File: config.mk
export PLATFORM = sky130hd
export DESIGN_NAME = grid_first_fit_rect_allocator_top
export DESIGN_NICKNAME = d
export VERILOG_FILES = /design/src/hdl/gffra_pkg.sv /design/src/hdl/grid_first_fit_rect_allocator_top.sv
export SDC_FILE = /design/constraint.sdc
export NUM_CORES = 2
export LEC_CHECK = 0
export BUFFER_PORTS_ARGS = -buffer_cell sky130_fd_sc_hd__buf_2
export CAP_MARGIN = 30
export CORE_MARGIN = 2
export CORE_UTILIZATION = 28
export DETAILED_ROUTE_END_ITERATION = 16
export PLACE_DENSITY = 0.49
export SYNTH_ARGS = -nofsm -noshare
export SYNTH_HDL_FRONTEND = slang
export SYNTH_SLANG_ARGS = --single-unit
File: constraint.sdc
create_clock -name clk -period 8.75 [get_ports clk]
set_input_delay 1.3125 -clock clk [delete_from_list [all_inputs] [get_ports clk]]
set_output_delay 1.3125 -clock clk [all_outputs]
set_load 0.005 [all_outputs]
File: src/hdl/gffra_pkg.sv
// Package for the grid first-fit rectangle allocator.
// Holds sizes, codes and the transfer payload structs; no dependencies.
package gffra_pkg;

    localparam int MAX_COLUMNS = 16;
    localparam int MAX_ROWS    = 16;
    localparam int ID_BITS     = 8;
    localparam int COL_BITS    = $clog2(MAX_COLUMNS);
    localparam int ROW_BITS    = $clog2(MAX_ROWS);
    localparam int ADDR_BITS   = COL_BITS + ROW_BITS;
    localparam int CELL_COUNT  = MAX_COLUMNS * MAX_ROWS;

    localparam logic [1:0] ACT_FIRST_FIT = 2'd0;
    localparam logic [1:0] ACT_AT_WANTED = 2'd1;
    localparam logic [1:0] ACT_REMOVE    = 2'd2;
    localparam logic [1:0] ACT_CLEAR     = 2'd3;

    localparam logic [2:0] ST_PLACED    = 3'd0;
    localparam logic [2:0] ST_NO_ROOM   = 3'd1;
    localparam logic [2:0] ST_REMOVED   = 3'd2;
    localparam logic [2:0] ST_NOT_FOUND = 3'd3;
    localparam logic [2:0] ST_CLEARED   = 3'd4;

    localparam logic REG_GRID_COLUMNS = 1'b0;
    localparam logic REG_GRID_ROWS    = 1'b1;

    typedef struct packed {
        logic [1:0] action;
        logic [7:0] item_id;
        logic [4:0] item_width;
        logic [4:0] item_height;
        logic [3:0] want_x;
        logic [3:0] want_y;
    } in_item_t;

    typedef struct packed {
        logic [2:0] status;
        logic [3:0] pos_x;
        logic [3:0] pos_y;
    } out_item_t;

endpackage

File: src/hdl/grid_first_fit_rect_allocator_top.sv
// Grid first-fit rectangle allocator, top level.
// Cell owners live in one synchronous RAM; depends on gffra_pkg.
//
// One item is handled at a time. A placement walks candidate positions and, for each, reads
// the covered cells one at a time through the single RAM read port, each read passing a
// read state and a wait state for the registered RAM output; a fill or a remove writes one
// cell per cycle and the remove search reads each active cell at most once. Clear and the
// clearing pass after reset sweep all 256 cells, one per cycle; no item is taken during the
// pass. The result register is loaded at the end and the next item is taken while it waits.
module grid_first_fit_rect_allocator_top
(
    input  logic                 clk,
    input  logic                 rst_n,
    input  logic                 in_valid,
    output logic                 in_stall,
    input  gffra_pkg::in_item_t  in_data,
    output logic                 out_valid,
    input  logic                 out_stall,
    output gffra_pkg::out_item_t out_data,
    input  logic                 cfg_valid,
    output logic                 cfg_ready,
    input  logic                 cfg_index,
    input  logic [4:0]           cfg_data
);
    import gffra_pkg::*;

    typedef enum logic [3:0] {
        S_CLEAR, S_IDLE, S_DECIDE, S_CHK_RD, S_CHK_WAIT, S_FILL,
        S_RM_RD, S_RM_WAIT, S_RESULT
    } state_t;

    state_t state_reg;
    logic [4:0] cols_reg, rows_reg;
    in_item_t   item_reg;
    logic       wanted_reg;
    logic [4:0] bx_reg, by_reg;
    logic [4:0] cx_reg, cy_reg;
    logic [ADDR_BITS:0] clr_reg;
    logic       fill_zero_reg;
    logic [2:0] st_reg;
    logic       ov_reg;
    logic       cp_reg;
    out_item_t  od_reg;

    logic [ID_BITS-1:0] mem [CELL_COUNT];
    logic [ID_BITS-1:0] rd_reg;
    logic               we;
    logic [ADDR_BITS-1:0] wa, ra;
    logic [ID_BITS-1:0] wd;

    logic [4:0] ac, ar;
    logic [5:0] ex, ey;
    logic [4:0] w, h;
    logic       want_ok;

    assign ac = (cols_reg > 5'(MAX_COLUMNS)) ? 5'(MAX_COLUMNS) : cols_reg;
    assign ar = (rows_reg > 5'(MAX_ROWS)) ? 5'(MAX_ROWS) : rows_reg;
    assign w  = item_reg.item_width;
    assign h  = item_reg.item_height;
    assign ex = {1'b0, bx_reg} + {1'b0, w};
    assign ey = {1'b0, by_reg} + {1'b0, h};
    assign ra = {cy_reg[ROW_BITS-1:0], cx_reg[COL_BITS-1:0]};
    assign want_ok = (in_data.action == ACT_AT_WANTED) &&
                     ({1'b0, in_data.want_x} < ac) &&
                     ({1'b0, in_data.want_y} < ar);

    always_comb
    begin
        we = 1'b0;
        wa = ra;
        wd = fill_zero_reg ? '0 : item_reg.item_id[ID_BITS-1:0];
        if (state_reg == S_CLEAR)
        begin
            we = 1'b1;
            wa = clr_reg[ADDR_BITS-1:0];
            wd = '0;
        end
        else if (state_reg == S_FILL)
        begin
            we = 1'b1;
        end
    end

    always_ff @(posedge clk)
    begin
        if (we)
        begin
            mem[wa] <= wd;
        end
        rd_reg <= mem[ra];
    end

    assign in_stall  = (state_reg != S_IDLE);
    assign cfg_ready = (state_reg == S_IDLE) || (state_reg == S_CLEAR);
    assign out_valid = ov_reg;
    assign out_data  = od_reg;

    logic [4:0] fill_x_end, fill_y_end;
    logic       cand_ok;

    always_ff @(posedge clk or negedge rst_n)
    begin
        if (!rst_n)
        begin
            state_reg     <= S_CLEAR;
            cols_reg      <= 5'd16;
            rows_reg      <= 5'd16;
            item_reg      <= '0;
            bx_reg        <= '0;
            by_reg        <= '0;
            cx_reg        <= '0;
            cy_reg        <= '0;
            st_reg        <= '0;
            od_reg        <= '0;
            clr_reg       <= '0;
            ov_reg        <= 1'b0;
            cp_reg        <= 1'b0;
            wanted_reg    <= 1'b0;
            fill_zero_reg <= 1'b0;
        end
        else
        begin
            if (state_reg == S_RESULT && (!ov_reg || !out_stall))
            begin
                ov_reg <= 1'b1;
            end
            else if (ov_reg && !out_stall)
            begin
                ov_reg <= 1'b0;
            end
            if (cfg_valid && cfg_ready)
            begin
                if (cfg_index == REG_GRID_COLUMNS)
                begin
                    cols_reg <= cfg_data;
                end
                else
                begin
                    rows_reg <= cfg_data;
                end
            end
            unique case (state_reg)
                S_CLEAR:
                begin
                    clr_reg <= clr_reg + 1'b1;
                    if (clr_reg == (ADDR_BITS+1)'(CELL_COUNT - 1))
                    begin
                        st_reg    <= ST_CLEARED;
                        bx_reg    <= '0;
                        by_reg    <= '0;
                        cp_reg    <= 1'b0;
                        state_reg <= cp_reg ? S_RESULT : S_IDLE;
                    end
                end
                S_IDLE:
                begin
                    if (in_valid && !in_stall)
                    begin
                        item_reg <= in_data;
                        cx_reg   <= '0;
                        cy_reg   <= '0;
                        unique case (in_data.action)
                            ACT_CLEAR:
                            begin
                                clr_reg   <= '0;
                                cp_reg    <= 1'b1;
                                st_reg    <= ST_CLEARED;
                                state_reg <= S_CLEAR;
                            end
                            ACT_REMOVE:
                            begin
                                if (in_data.item_id == '0 || ac == '0 || ar == '0)
                                begin
                                    st_reg    <= ST_NOT_FOUND;
                                    state_reg <= S_RESULT;
                                end
                                else
                                begin
                                    state_reg <= S_RM_RD;
                                end
                            end
                            default:
                            begin
                                wanted_reg <= want_ok;
                                bx_reg     <= want_ok ? {1'b0, in_data.want_x} : 5'd0;
                                by_reg     <= want_ok ? {1'b0, in_data.want_y} : 5'd0;
                                if (in_data.item_id == '0 || in_data.item_width == '0 ||
                                    in_data.item_height == '0)
                                begin
                                    st_reg    <= ST_NO_ROOM;
                                    state_reg <= S_RESULT;
                                end
                                else
                                begin
                                    state_reg <= S_DECIDE;
                                end
                            end
                        endcase
                    end
                end
                S_DECIDE:
                begin
                    if (cand_ok)
                    begin
                        cx_reg    <= bx_reg;
                        cy_reg    <= by_reg;
                        state_reg <= S_CHK_RD;
                    end
                    else if (wanted_reg)
                    begin
                        wanted_reg <= 1'b0;
                        bx_reg     <= '0;
                        by_reg     <= '0;
                    end
                    else if (ey <= {1'b0, ar} && bx_reg != '0)
                    begin
                        bx_reg <= '0;
                        by_reg <= by_reg + 1'b1;
                    end
                    else
                    begin
                        st_reg    <= ST_NO_ROOM;
                        bx_reg    <= '0;
                        by_reg    <= '0;
                        state_reg <= S_RESULT;
                    end
                end
                S_CHK_RD:
                begin
                    state_reg <= S_CHK_WAIT;
                end
                S_CHK_WAIT:
                begin
                    if (rd_reg != '0)
                    begin
                        if (wanted_reg)
                        begin
                            wanted_reg <= 1'b0;
                            bx_reg     <= '0;
                            by_reg     <= '0;
                        end
                        else
                        begin
                            bx_reg <= bx_reg + 1'b1;
                        end
                        state_reg <= S_DECIDE;
                    end
                    else if (cx_reg + 5'd1 < ex[4:0])
                    begin
                        cx_reg    <= cx_reg + 1'b1;
                        state_reg <= S_CHK_RD;
                    end
                    else if (cy_reg + 5'd1 < ey[4:0])
                    begin
                        cx_reg    <= bx_reg;
                        cy_reg    <= cy_reg + 1'b1;
                        state_reg <= S_CHK_RD;
                    end
                    else
                    begin
                        cx_reg        <= bx_reg;
                        cy_reg        <= by_reg;
                        fill_zero_reg <= 1'b0;
                        st_reg        <= ST_PLACED;
                        state_reg     <= S_FILL;
                    end
                end
                S_FILL:
                begin
                    if (cx_reg + 5'd1 < fill_x_end)
                    begin
                        cx_reg <= cx_reg + 1'b1;
                    end
                    else if (cy_reg + 5'd1 < fill_y_end)
                    begin
                        cx_reg <= bx_reg;
                        cy_reg <= cy_reg + 1'b1;
                    end
                    else
                    begin
                        state_reg <= S_RESULT;
                    end
                end
                S_RM_RD:
                begin
                    state_reg <= S_RM_WAIT;
                end
                S_RM_WAIT:
                begin
                    if (rd_reg == item_reg.item_id[ID_BITS-1:0])
                    begin
                        bx_reg        <= cx_reg;
                        by_reg        <= cy_reg;
                        fill_zero_reg <= 1'b1;
                        st_reg        <= ST_REMOVED;
                        state_reg     <= (w == '0 || h == '0) ? S_RESULT : S_FILL;
                    end
                    else if (cy_reg + 5'd1 < ar)
                    begin
                        cy_reg    <= cy_reg + 1'b1;
                        state_reg <= S_RM_RD;
                    end
                    else if (cx_reg + 5'd1 < ac)
                    begin
                        cy_reg    <= '0;
                        cx_reg    <= cx_reg + 1'b1;
                        state_reg <= S_RM_RD;
                    end
                    else
                    begin
                        st_reg    <= ST_NOT_FOUND;
                        state_reg <= S_RESULT;
                    end
                end
                S_RESULT:
                begin
                    if (!ov_reg || !out_stall)
                    begin
                        od_reg.status   <= st_reg;
                        od_reg.pos_x    <= (st_reg == ST_PLACED || st_reg == ST_REMOVED)
                                           ? bx_reg[3:0] : 4'd0;
                        od_reg.pos_y    <= (st_reg == ST_PLACED || st_reg == ST_REMOVED)
                                           ? by_reg[3:0] : 4'd0;
                        state_reg       <= S_IDLE;
                    end
                end
                default:
                begin
                    state_reg <= S_IDLE;
                end
            endcase
        end
    end

    // clip the fill to the active grid
    always_comb
    begin
        fill_x_end = (ex > {1'b0, ac}) ? ac : ex[4:0];
        fill_y_end = (ey > {1'b0, ar}) ? ar : ey[4:0];
        cand_ok    = (ex <= {1'b0, ac}) && (ey <= {1'b0, ar});
    end

`ifndef SYNTH
    a_no_accept_busy: assert property (@(posedge clk) disable iff (!rst_n)
        (state_reg != S_IDLE) |-> in_stall)
        else $error("input taken while busy");
    a_fill_in_grid: assert property (@(posedge clk) disable iff (!rst_n)
        (state_reg == S_FILL) |-> (cx_reg < ac && cy_reg < ar))
        else $error("fill outside active grid");
    a_check_fits: assert property (@(posedge clk) disable iff (!rst_n)
        (state_reg == S_CHK_RD) |-> cand_ok)
        else $error("candidate checked outside grid");
    a_result_loads: assert property (@(posedge clk) disable iff (!rst_n)
        (state_reg == S_RESULT && !ov_reg) |=> out_valid)
        else $error("result not presented");
`endif

endmodule

* Yosys cells after proc, flatten, opt, wreduce, memory -nomap -nowiden *
Memory sizes are Yosys's and may differ from the RTL's. A register that Yosys moved wholly into a read port is not among the register bits.
Cells that the tools add are included.
Widths: inputs -> output; s select.

storage, ports and cells
  flip-flop bits (word level) = 79
  bits in writable memories = 2,048
  input bits = 39
  output and inout bits = 14
  logic and storage cells = 243
  memories kept = 1

memory list
  memory  depth  width  rd ports  clocked after Yosys merged registers in  wr ports  RTL line                                 text
  mem     256    8      1         1                                        1         grid_first_fit_rect_allocator_top.sv:45  logic [ID_BITS-1:0] mem [CELL_COUNT];

cells by class
  $add $sub $neg = 7
  magnitude comparators = 14
  equal/unequal tests = 44
  mux-type cells = 106
  bitwise gates (word level) = 1
  reductions and logical operators = 51

operator list
  kind                 number
  $mux 5               37
  $pmux 5 s5           4
  $mux 4               19
  $mux 3               16
  $pmux 4 s9           1
  $ne 2x2->1 const B   16
  $logic_not 5->1      6
  $lt 5x5->1           6
  $mux 8               3
  $add 5x1->5 const B  4
  $mux 9               2
  $ne 3x3->1 const B   6
  $pmux 9 s2           1
  $mux 1               17
  $eq 4x3->1 const B   4
  $reduce_and 8->1     2
  $pmux 3 s5           1
  $reduce_bool 5->1    3
  $reduce_and 7->1     2
  $reduce_and 13->1    1
  $add 5x5->6          2
  $gt 6x5->1           2
  $le 6x5->1           2
  $gt 5x5->1 const B   2
  other kinds (33)     64

* Longest topological paths before layout *
  word-level depth = 9
  mapped depth = 20

* Worst setup path before layout *
No wires, ideal clock.

  path type = reg2reg
  start = reg state_reg[3]
  end = mem mem[0][0], data pin
  data arrival time = 4.497 ns
  data required time = 7.882 ns
  slack = 3.385 ns
  cell stages (with the launch flop) = 6
  clock period less this slack = 5.365 ns
  path through = dfrtp_1 > clkbuf_1 > nor4_1 > clkbuf_1 > nor2_1 > and2_1

on the way
  word-level cells in the longest chain between the ends = 2

ends and longest elaborated chain
  element                   RTL line                                  text
  start: declaration        grid_first_fit_rect_allocator_top.sv:32   state_t state_reg;
  start signal: assignment  grid_first_fit_rect_allocator_top.sv:152  state_reg <= cp_reg ? S_RESULT : S_IDLE;
  start signal: assignment  grid_first_fit_rect_allocator_top.sv:296  state_reg <= (w == '0 || h == '0) ? S_RESULT : S_FILL;
  $logic_not 4->1           grid_first_fit_rect_allocator_top.sv:72   if (state_reg == S_CLEAR)
  $mux 8                    grid_first_fit_rect_allocator_top.sv:72
  net wd[0]                 grid_first_fit_rect_allocator_top.sv:49   logic [ID_BITS-1:0] wd;
  end: declaration          grid_first_fit_rect_allocator_top.sv:45

The timed path passes the listed nets, and every way through them passes these cells.

* Worst setup path after layout *
  start = reg by_reg[0]
  end = reg cy_reg[4]

on the way
  word-level cells in the longest chain between the ends = 6

ends and longest elaborated chain
  element                                                          RTL line                                                                            text
  start: declaration                                               grid_first_fit_rect_allocator_top.sv:36                                             logic [4:0] bx_reg, by_reg;
  start signal: assignment                                         grid_first_fit_rect_allocator_top.sv:186                                            by_reg <= want_ok ? {1'b0, in_data.want_y} : 5'd0;
  start signal: assignment                                         grid_first_fit_rect_allocator_top.sv:218                                            by_reg <= by_reg + 1'b1;
  start signal: assignment                                         grid_first_fit_rect_allocator_top.sv:293                                            by_reg <= cy_reg;
  $add 5x5->6 (*)                                                  grid_first_fit_rect_allocator_top.sv:61                                             assign ey = {1'b0, by_reg} + {1'b0, h};
  $gt 6x5->1 / $lt 5x5->1 (equally long branches)                  grid_first_fit_rect_allocator_top.sv:339, grid_first_fit_rect_allocator_top.sv:253
  $mux 5 (on tied branches)                                        grid_first_fit_rect_allocator_top.sv:339, grid_first_fit_rect_allocator_top.sv:253
  $lt 5x5->1 / $mux 5 (equally long branches)                      grid_first_fit_rect_allocator_top.sv:274, grid_first_fit_rect_allocator_top.sv:248
  $ne 2x1->1 (no line) / $mux 5 (equally long branches)            n/a
  $reduce_and 9->1 (no line) / $pmux 5 s5 (equally long branches)  n/a
  end signal: assignment                                           grid_first_fit_rect_allocator_top.sv:262                                            cy_reg <= by_reg;
  end signal: assignment                                           grid_first_fit_rect_allocator_top.sv:277                                            cy_reg <= cy_reg + 1'b1;
  end signal: assignment                                           grid_first_fit_rect_allocator_top.sv:300                                            cy_reg <= cy_reg + 1'b1;
  end: declaration                                                 grid_first_fit_rect_allocator_top.sv:37                                             logic [4:0] cx_reg, cy_reg;

Every way passes the cells marked *; elsewhere a longest branch is shown, timed or not. The select of a mux whose other input is x is not followed.
A chain may end at the register's enable or synchronous reset.

==> flow_summary.rst <==
.. list-table::
   :header-rows: 1

   * - Metric
     - Value
   * - Most frequent cells in the layout
     - sky130_fd_sc_hd__edfxtp_1, sky130_fd_sc_hd__mux4_2, sky130_fd_sc_hd__nor2_1, sky130_fd_sc_hd__clkbuf_16, sky130_fd_sc_hd__nand2_1
   * - Slew Limit Headroom
     - 0.1682
   * - Most common library cell in the layout ignoring fill and taps
     - sky130_fd_sc_hd__edfxtp_1
   * - Total wire length after detailed routing
     - about 220 mm
   * - Critical path data required time
     - between 9 and 10 ns
   * - Cell Area, Synth
     - 85,110 um^2
   * - Cell area after placement
     - roughly 90,000 um^2
   * - Share of layout cells above drive strength 1
     - 0.2545
   * - Dpl cells
     - between 7,000 and 8,000
   * - Total gr overflow
     - 0
   * - Worst VDD drop
     - around 450 uV
   * - HPWL Detailed
     - 131.3 mm
   * - Number of standard-cell rows in the floorplan
     - 202
   * - Warnings from Yosys
     - 0
   * - Count of state elements after synthesis
     - approximately 2,100
   * - Number of clock buffers inserted by TritonCTS
     - between 200 and 250
   * - Antenna violations before repair
     - 12
   * - Most area-consuming cells after synthesis
     - sky130_fd_sc_hd__edfxtp_1, sky130_fd_sc_hd__mux4_2, sky130_fd_sc_hd__dfrtp_1
   * - Number of flip-flops in the largest register
     - ~2,000
   * - Pin count of the biggest net entering global routing
     - 214
   * - Final worst slack
     - 3.598 ns
   * - Initial Util
     - 0.2813
   * - PostCTS Resize Cnt
     - 0
   * - Non-filler instance count after layout
     - 8,368
   * - Critical Path Fanout Max
     - 8
   * - Setup Total Neg Slack
     - 0 ns
   * - Share of Yosys cell area claimed by the top area cell type
     - 0.7226
   * - Number of enable flip-flop cells after synthesis
     - 2,048
   * - Layout overhead on the synthesized area
     - 13.89%
   * - Setup violators final
     - 0
   * - Hold crit path type
     - in -> async
   * - Sequential area share after synthesis
     - 0.7478
   * - Number of buffer cells added on primary ports
     - 52
   * - Bufs on Longest Clock Path
     - 3
   * - Main flop type after synthesis
     - sky130_fd_sc_hd__edfxtp_1
   * - Routability congestion estimate
     - 0.7953
   * - Overall die width
     - 555.3 um
   * - Post-route cell area
     - 96,930 um^2
   * - Number of vias per cell
     - ~5
   * - Setup Skew
     - 0.02983 ns
   * - Floorplan die area
     - 308,400 um^2
   * - Vias
     - 41,248
   * - Final core utilization
     - 0.3204
   * - Worst Hold Margin
     - 0.4173 ns
   * - Clock sink count
     - 2,135
   * - Power density over cell area
     - around 300 nW/um^2
   * - Net count after synthesis
     - 4,168
   * - CTS tree
     - built
   * - Clock Latency Late Sink
     - 0.87 ns
   * - Worst Setup Start Kind
     - flop
   * - Pins Over Slew Limit
     - 0
   * - Aggregate global-route resource usage
     - 0.1429
   * - DRC violation count after routing
     - 0
   * - Worst-path cell chain
     - ha_1, fa_1, a21o_1, a21oi_1, xnor2_1, ha_1, mux2i_1, a21oi_1, nor2_1, mux2_2, ha_1, a21o_1, a21o_1, a21oi_1, nand2_1, nand2_1, and4b_1, mux2_1
   * - Outcome
     - complete, no violations
   * - Number of buffers and inverters on the critical path
     - 0
   * - Num ports
     - 53
   * - WL per Instance
     - 26.65 um
   * - Number of levels the H-tree was split into
     - 4
   * - Static Leakage
     - 29.25 nW
   * - Net count reported at finish
     - roughly 4,300
   * - Synthesized instance count
     - 4,070
   * - First-pass iteration count of the detailed router
     - 8
   * - Per-instance average area after synthesis
     - roughly 21 um^2
   * - Cell with the biggest individual delay on the critical path
     - sky130_fd_sc_hd__nor2_1
   * - Slew at the pin closest to its max-slew limit
     - around 1.2 ns
   * - Power consumption
     - 29.60 mW
   * - Post-CTS setup-driven buffer insertion count
     - 0
   * - Root buffer selected by CTS
     - sky130_fd_sc_hd__clkbuf_16
   * - Setup Crit Path Kind
     - reg -> reg
   * - CORE AREA
     - around 300,000 um^2
   * - Clock period minus worst slack
     - 5.152 ns
   * - Count of hold-fix buffers inserted at cts
     - 0
   * - Setup repair after global routing missed its margin
     - false
   * - Clock transition at the registers of the reported paths
     - roughly 0.060 ns
   * - Share of synthesized flip-flops with an asynchronous set or reset
     - 0.03700
   * - Count of different cell masters after synthesis
     - 69
   * - Crit end category
     - flop
   * - First-pass GRT wire length
     - 318.5 mm
   * - Die Y-Extent
     - between 500 and 600 um
   * - Cell type with the highest aggregate area in the netlist
     - sky130_fd_sc_hd__edfxtp_1
   * - Remaining number of nets flagged by the antenna check after routing
     - 0
   * - # Max-Cap Violations
     - 0
   * - Post-Place Worst Slack
     - 3.705 ns
   * - Final Hold Viols
     - 0
   * - Data arrival time at the worst-slack endpoint
     - ~5.9 ns
   * - Final critical-path share of the clock period
     - 0.5888
   * - DRT iter0 DRCs
     - 4,286
   * - Number of global-route vias before repair
     - roughly 42,000
   * - Kind of cell with the highest combined delay on the critical path
     - adder cells
   * - Maximum operating frequency
     - 0.1941 GHz
   * - Max stage delay on crit path
     - between 0.5 and 0.6 ns
-- where the power goes --
part	internal, mW	switching (mW)
clock network	4.94	3.92
registers	13.4	0.289
logic	2.18	4.83
-- Yosys cell counts (23+ instances only) --
library cell               number
sky130_fd_sc_hd__edfxtp_1    2048
sky130_fd_sc_hd__mux4_2       598
sky130_fd_sc_hd__nor2_1       317
sky130_fd_sc_hd__nand2_1      131
sky130_fd_sc_hd__clkbuf_1      85
sky130_fd_sc_hd__mux2i_1       84
sky130_fd_sc_hd__dfrtp_1       77
sky130_fd_sc_hd__buf_2         70
sky130_fd_sc_hd__a21oi_1       59
sky130_fd_sc_hd__ha_1          57
sky130_fd_sc_hd__o21ai_0       53
sky130_fd_sc_hd__mux2_2        41
sky130_fd_sc_hd__inv_1         34
sky130_fd_sc_hd__o22ai_1       34
sky130_fd_sc_hd__nor3_1        27
sky130_fd_sc_hd__nand3_1       26
sky130_fd_sc_hd__buf_6         24
sky130_fd_sc_hd__a22oi_1       23
-- layout make-up --
cell class | instances | area [um^2]
fill | 28595 | 205600
tap | 3978 | 4977
sequential | 2135 | 63660
inverter | 34 | 127.6
clock buffer | 266 | 5698
multi-input combinational | 1685 | 20280
antenna | 1 | 2.502
clock inverter | 132 | 1018
timing repair buffer | 137 | 1170
-- logic make-up (layout without fill, tap and decap cells) --
kind of cell	after synthesis	after routing	synth area share
flops	2135	2135	0.7478
mux	728	728	0.1742
simple gates	584	584	0.02936
compound gates	286	286	0.02189
buf+inv	250	569	0.01505
fa+ha+maj	59	59	0.008850
xor+xnor	28	28	0.002881
other cells	0	1	0
-- layer usage --
metal  up-vias  track usage  share of wire
met5         -            0              0
met4         0      0.03616          0.021
met3       254      0.02350          0.057
met2      1232       0.2248           0.47
met1     22536       0.2054           0.45
li1      17226            -              -
-- worst paths after layout --
kind / start / endpoint / slack, ns / cells after the start
min in group clk: fill_zero_reg / fill_zero_reg / 0.48 / 1
max in group asynchronous: rst_n / cols_reg[4] / 7.69 / 2
min reg2reg: fill_zero_reg / fill_zero_reg / 0.48 / 1
max reg2reg: by_reg[0] / cy_reg[4] / 3.60 / 18
max: by_reg[0] / cy_reg[4] / 3.60 / 18
min: rst_n / rows_reg[3] / 0.42 / 1
No activity file was read; power rests on OpenSTA's default activity.
